**src/hdl/slsh_pkg.sv**
```systemverilog
package slsh_pkg;

    localparam int LINE_MAX   = 2048;
    localparam int COL_W      = $clog2(LINE_MAX);
    localparam int CNT_W      = COL_W + 1;
    localparam int SRC_W      = COL_W + 2;
    localparam int REG_W      = 12;
    localparam int COLOR_W    = 24;
    localparam int CHAN_W     = 8;
    localparam int DEPTH_W    = 8;
    localparam int DEPTH_SHIFT = 3;
    localparam int FIFO_DEPTH = 3;
    localparam int FIFO_PTR_W = $clog2(FIFO_DEPTH);
    localparam int FIFO_CNT_W = $clog2(FIFO_DEPTH + 1);

    localparam logic [REG_W-1:0] PATTERN_WIDTH_RESET = 12'd64;
    localparam logic [REG_W-1:0] LINE_WIDTH_RESET    = 12'd512;

    // register select is paddr[2]
    localparam logic REG_IDX_PATTERN_WIDTH = 1'b0;
    localparam logic REG_IDX_LINE_WIDTH    = 1'b1;

    // color word: red in the low byte, then green, then blue
    typedef struct packed {
        logic              last;
        logic [COLOR_W-1:0] color;
    } out_item_t;

endpackage

```
**src/hdl/slsh_out_fifo.sv**
```systemverilog
module slsh_out_fifo (
    input  logic                            aclk,
    input  logic                            aresetn,
    input  logic                            push,
    input  slsh_pkg::out_item_t             push_item,
    output logic [slsh_pkg::FIFO_CNT_W-1:0] level,
    output logic                            m_tvalid,
    input  logic                            m_tready,
    output slsh_pkg::out_item_t             head_item
);
    import slsh_pkg::*;

    out_item_t               entry_reg [FIFO_DEPTH];
    logic [FIFO_PTR_W-1:0]   wr_ptr_reg;
    logic [FIFO_PTR_W-1:0]   rd_ptr_reg;
    logic [FIFO_CNT_W-1:0]   count_reg;
    logic [FIFO_PTR_W-1:0]   wr_ptr_next;
    logic [FIFO_PTR_W-1:0]   rd_ptr_next;
    logic [FIFO_CNT_W-1:0]   count_next;
    logic                    pop;

    assign pop = m_tvalid && m_tready;

    always_comb begin
        wr_ptr_next = wr_ptr_reg;
        rd_ptr_next = rd_ptr_reg;
        count_next  = count_reg;
        if (push) begin
            wr_ptr_next = (wr_ptr_reg == FIFO_PTR_W'(FIFO_DEPTH - 1)) ?
                          '0 : wr_ptr_reg + 1'b1;
        end
        if (pop) begin
            rd_ptr_next = (rd_ptr_reg == FIFO_PTR_W'(FIFO_DEPTH - 1)) ?
                          '0 : rd_ptr_reg + 1'b1;
        end
        if (push && !pop) begin
            count_next = count_reg + 1'b1;
        end else if (pop && !push) begin
            count_next = count_reg - 1'b1;
        end
    end

    always_ff @(posedge aclk) begin
        if (!aresetn) begin
            wr_ptr_reg <= '0;
            rd_ptr_reg <= '0;
            count_reg  <= '0;
        end else begin
            wr_ptr_reg <= wr_ptr_next;
            rd_ptr_reg <= rd_ptr_next;
            count_reg  <= count_next;
        end
    end

    always_ff @(posedge aclk) begin
        if (push) begin
            entry_reg[wr_ptr_reg] <= push_item;
        end
    end

    assign level     = count_reg;
    assign m_tvalid  = (count_reg != '0);
    assign head_item = entry_reg[rd_ptr_reg];

endmodule

```
**config.mk**
```make
export PLATFORM = sky130hd
export DESIGN_NAME = slsh_out_fifo
export DESIGN_NICKNAME = d
export VERILOG_FILES = /design/src/hdl/slsh_pkg.sv /design/src/hdl/slsh_out_fifo.sv
export SDC_FILE = /design/constraint.sdc
export NUM_CORES = 1
export LEC_CHECK = 0
export ABC_AREA = 1
export BUFFER_PORTS_ARGS = -buffer_cell sky130_fd_sc_hd__buf_4
export CORE_MARGIN = 5
export CORE_UTILIZATION = 45
export DETAILED_ROUTE_END_ITERATION = 6
export PLACE_DENSITY = 0.67
export RECOVER_POWER = 100
export SYNTH_ARGS = -nofsm -noshare
export SYNTH_HDL_FRONTEND = slang
export SYNTH_SLANG_ARGS = --single-unit
```
**constraint.sdc**
```tcl
create_clock -name aclk -period 3.9 [get_ports aclk]
set_clock_uncertainty 0.2 [all_clocks]
set_input_delay 0.39 -clock aclk [delete_from_list [all_inputs] [get_ports aclk]]
set_output_delay 0.39 -clock aclk [all_outputs]
set_load 0.01 [all_outputs]
```
==> flow_metrics.py <==
metrics = {
    "run_status": {
        "status": "completed",
    },
    "cts": {
        "htree_levels": 3,
        "numClockSinks": 83,
        "clock_latency_ns": 0.34,
        "path_clk_slew_ns": 0.07,
        "numCtsBuffers": 9,
        "cts_tree": "built",
        "clockRootBuffer": "clkbuf_8",
        "cts_buffer_depth": 2,
        "cts_setup_buffers": 0,
        "cts_resized": 0,
        "ctsHoldBuffers": 0,
    },
    "synthesis": {
        "synth.avg_cell_area_um2": 13.5,
        "ys_async_sr_fraction": 0,
        "syn_area_um2": 3190,
        "ys_ff_latch": 83,
        "synth_edf_count": 75,
        "ys_seq_area_frac": 0.757,
        "yosys_warnings": 0,
        "synth_common_cells": "edfxtp_1 (75), a21oi_1 (51), nand2_1 (36)",
        "synth_top_cell_by_area": "edfxtp_1",
        "ys.flop_type": "edfxtp_1",
        "netlist_instances": 236,
        "synth_top_cell_area_share": 0.707,
        "synth_area_leaders": "edfxtp_1 (71%), a21oi_1 (8.0%), dfxtp_1 (5.0%), nand2_1 (4.2%), nor2_1 (3.5%)",
        "yosysMostFrequentCell": "edfxtp_1",
        "synth_cell_types": 18,
        "syn_nets": 266,
    },
    "routing": {
        "first_iter_violations": 55,
        "vias_per_cell": 4.96,
        "antenna_left": 0,
        "routedWlPerCell_um": 15.1,
        "routed_wl_mm": 5.94,
        "drc": 0,
        "vias": 1955,
        "dr.pass1.iters": 4,
    },
    "layout": {
        "synthToLayoutAreaGrowth_pct": 13.6,
        "fill_cells": 640,
        "drive_above_1_share": 0.0705,
        "largest_register_ffs": 75,
        "nNetsFinal": 325,
        "fin_util": 0.530,
        "n_antenna_cell": 0,
        "final_cells": 394,
    },
    "global_routing": {
        "overflow": 0,
        "antenna_found_initial": 0,
        "grt_pass1_vias": 2020,
        "grt_util_all_layers": 0.145,
        "grt_max_degree": 27,
        "grt_pass1_wl_mm": 9.43,
    },
    "placed_design": {
        "dp.cells": 380,
        "place_congestion": 0.730,
        "pre_cts_ws_ns": 1.67,
        "dp_hpwl_mm": 3.66,
        "port_buffers": 56,
    },
    "die": {
        "num_rows": 30,
        "core_um2": 6830,
        "die_w_um": 94.1,
        "fp.dieH_um": 94.1,
        "die-area_um2": 8860,
        "initial_core_util": 0.466,
        "pin_count": 57,
    },
    "power": {
        "power.leakage_nw": 1.27,
        "peakVddDrop_uv": 228,
        "power.density_nw_per_um2": 547,
    },
    "worst_setup_path": {
        "cp.arrival_ns": 2.00,
        "cp_max_fo": 26,
        "cp_cell_sequence": "a21oi_1, a21oi_1, clkbuf_1",
        "critPathBufInv": 1,
        "cp_top_family": "flip-flops",
        "critical_path_class": "flop to output pin",
        "crit_path_end_kind": "output pin",
        "cp.required_ns": 3.31,
        "critPathSlowestCell": "dfxtp_1",
        "worstSetupStartpointType": "flop",
        "slowest_delay_ns": 1.06,
        "crit_top_cell": "a21oi_1",
    },
    "sta": {
        "setup_violations": 0,
        "slew_headroom": 0.256,
        "layout_setup_ws_ns": 1.31,
        "max_freq_mhz": 386,
        "fin_crit_sh": 0.665,
        "timing.final.crit_period_ns": 2.59,
        "hold_viol_final": 0,
        "worst_hold_slack_ns": 0.0567,
        "tightest_slew_ns": 1.12,
        "rsz0062_at_grt": "no",
        "slew_viol_final": 0,
        "setup_tns_ns": 0,
    },
    "job": {
        "cap_violations": 0,
    },
    "min_path": {
        "hp-class": "primary input to flop",
    },
}
[cell usage in the layout (no fill, tap or decap)]
| cell type | n |
|---|---|
| edfxtp_1 | 75 |
| clkbuf_1 | 53 |
| a21oi_1 | 51 |
| nand2_1 | 36 |
| nor2_1 | 30 |
| inv_1 | 13 |
| clkbuf_8 | 9 |
| dfxtp_1 | 8 |
| buf_4 | 5 |
| nand3_1 | 3 |
| inv_8 | 2 |
| a21oi_2 | 2 |
| clkinv_1 | 2 |
| bufinv_16 | 2 |
| o21a_1 | 1 |
| nor3_1 | 1 |
| o211ai_1 | 1 |
| o21ai_0 | 1 |
| nand4_1 | 1 |
| ha_1 | 1 |
| clkbuf_4 | 1 |
[cell type report]
cell class	instances	area (µm²)	share of cell area
flip-flops and latches	83	2410	0.667
well taps	96	120	0.0332
repair buffers	58	240	0.0664
clock buffers	10	128	0.0353
clock inverters	4	67.6	0.0187
inverters	15	71.3	0.0197
multi-input cells	128	579	0.160
[logic make-up after synthesis]
kind of cell | synth area share
DFF | 0.757
and+or+nand+nor | 0.0860
AOI/OAI and AO/OA | 0.0919
buffers and inverters | 0.0609
adders and majority gates | 0.00393
[per-stage QoR]
stage | power, W | area (µm²)
2_1_floorplan | 0.00129 | 3190
3_3_place_gp | 0.00144 | 3620
3_5_place_dp | 0.00145 | 3620
4_1_cts | 0.00206 | 3820
5_1_grt | 0.00208 | 3620
6_report | 0.00198 | 3620
[final timing paths]
check / from / slack [ns] / depth (start not counted) / to
min reg2reg: wr_ptr_reg[1] / 0.27 / 2 / wr_ptr_reg[1]
max: flop / 1.31 / 3 / head_item[13]
max reg2reg: wr_ptr_reg[1] / 1.99 / 3 / entry_reg[2][8]
min: push_item[24] / 0.06 / 1 / entry_reg[2][24]
[report_power, final]
group | total, W | internal (W) | switching [W]
clock | 0.000621 | 0.000349 | 0.000272
sequential | 0.00106 | 0.00102 | 0.0000449
combinational | 0.000294 | 0.000104 | 0.000190
[layer usage]
layer  global-route usage  vias up  routed length [µm]
met1                0.158      934                2380
met5                    0        -                   0
met4               0.0770        0                 147
li1                     -      947                   -
met2                0.250       61                3080
met3               0.0481       13                 337
Note: power is estimated with default switching activity, not from simulation.
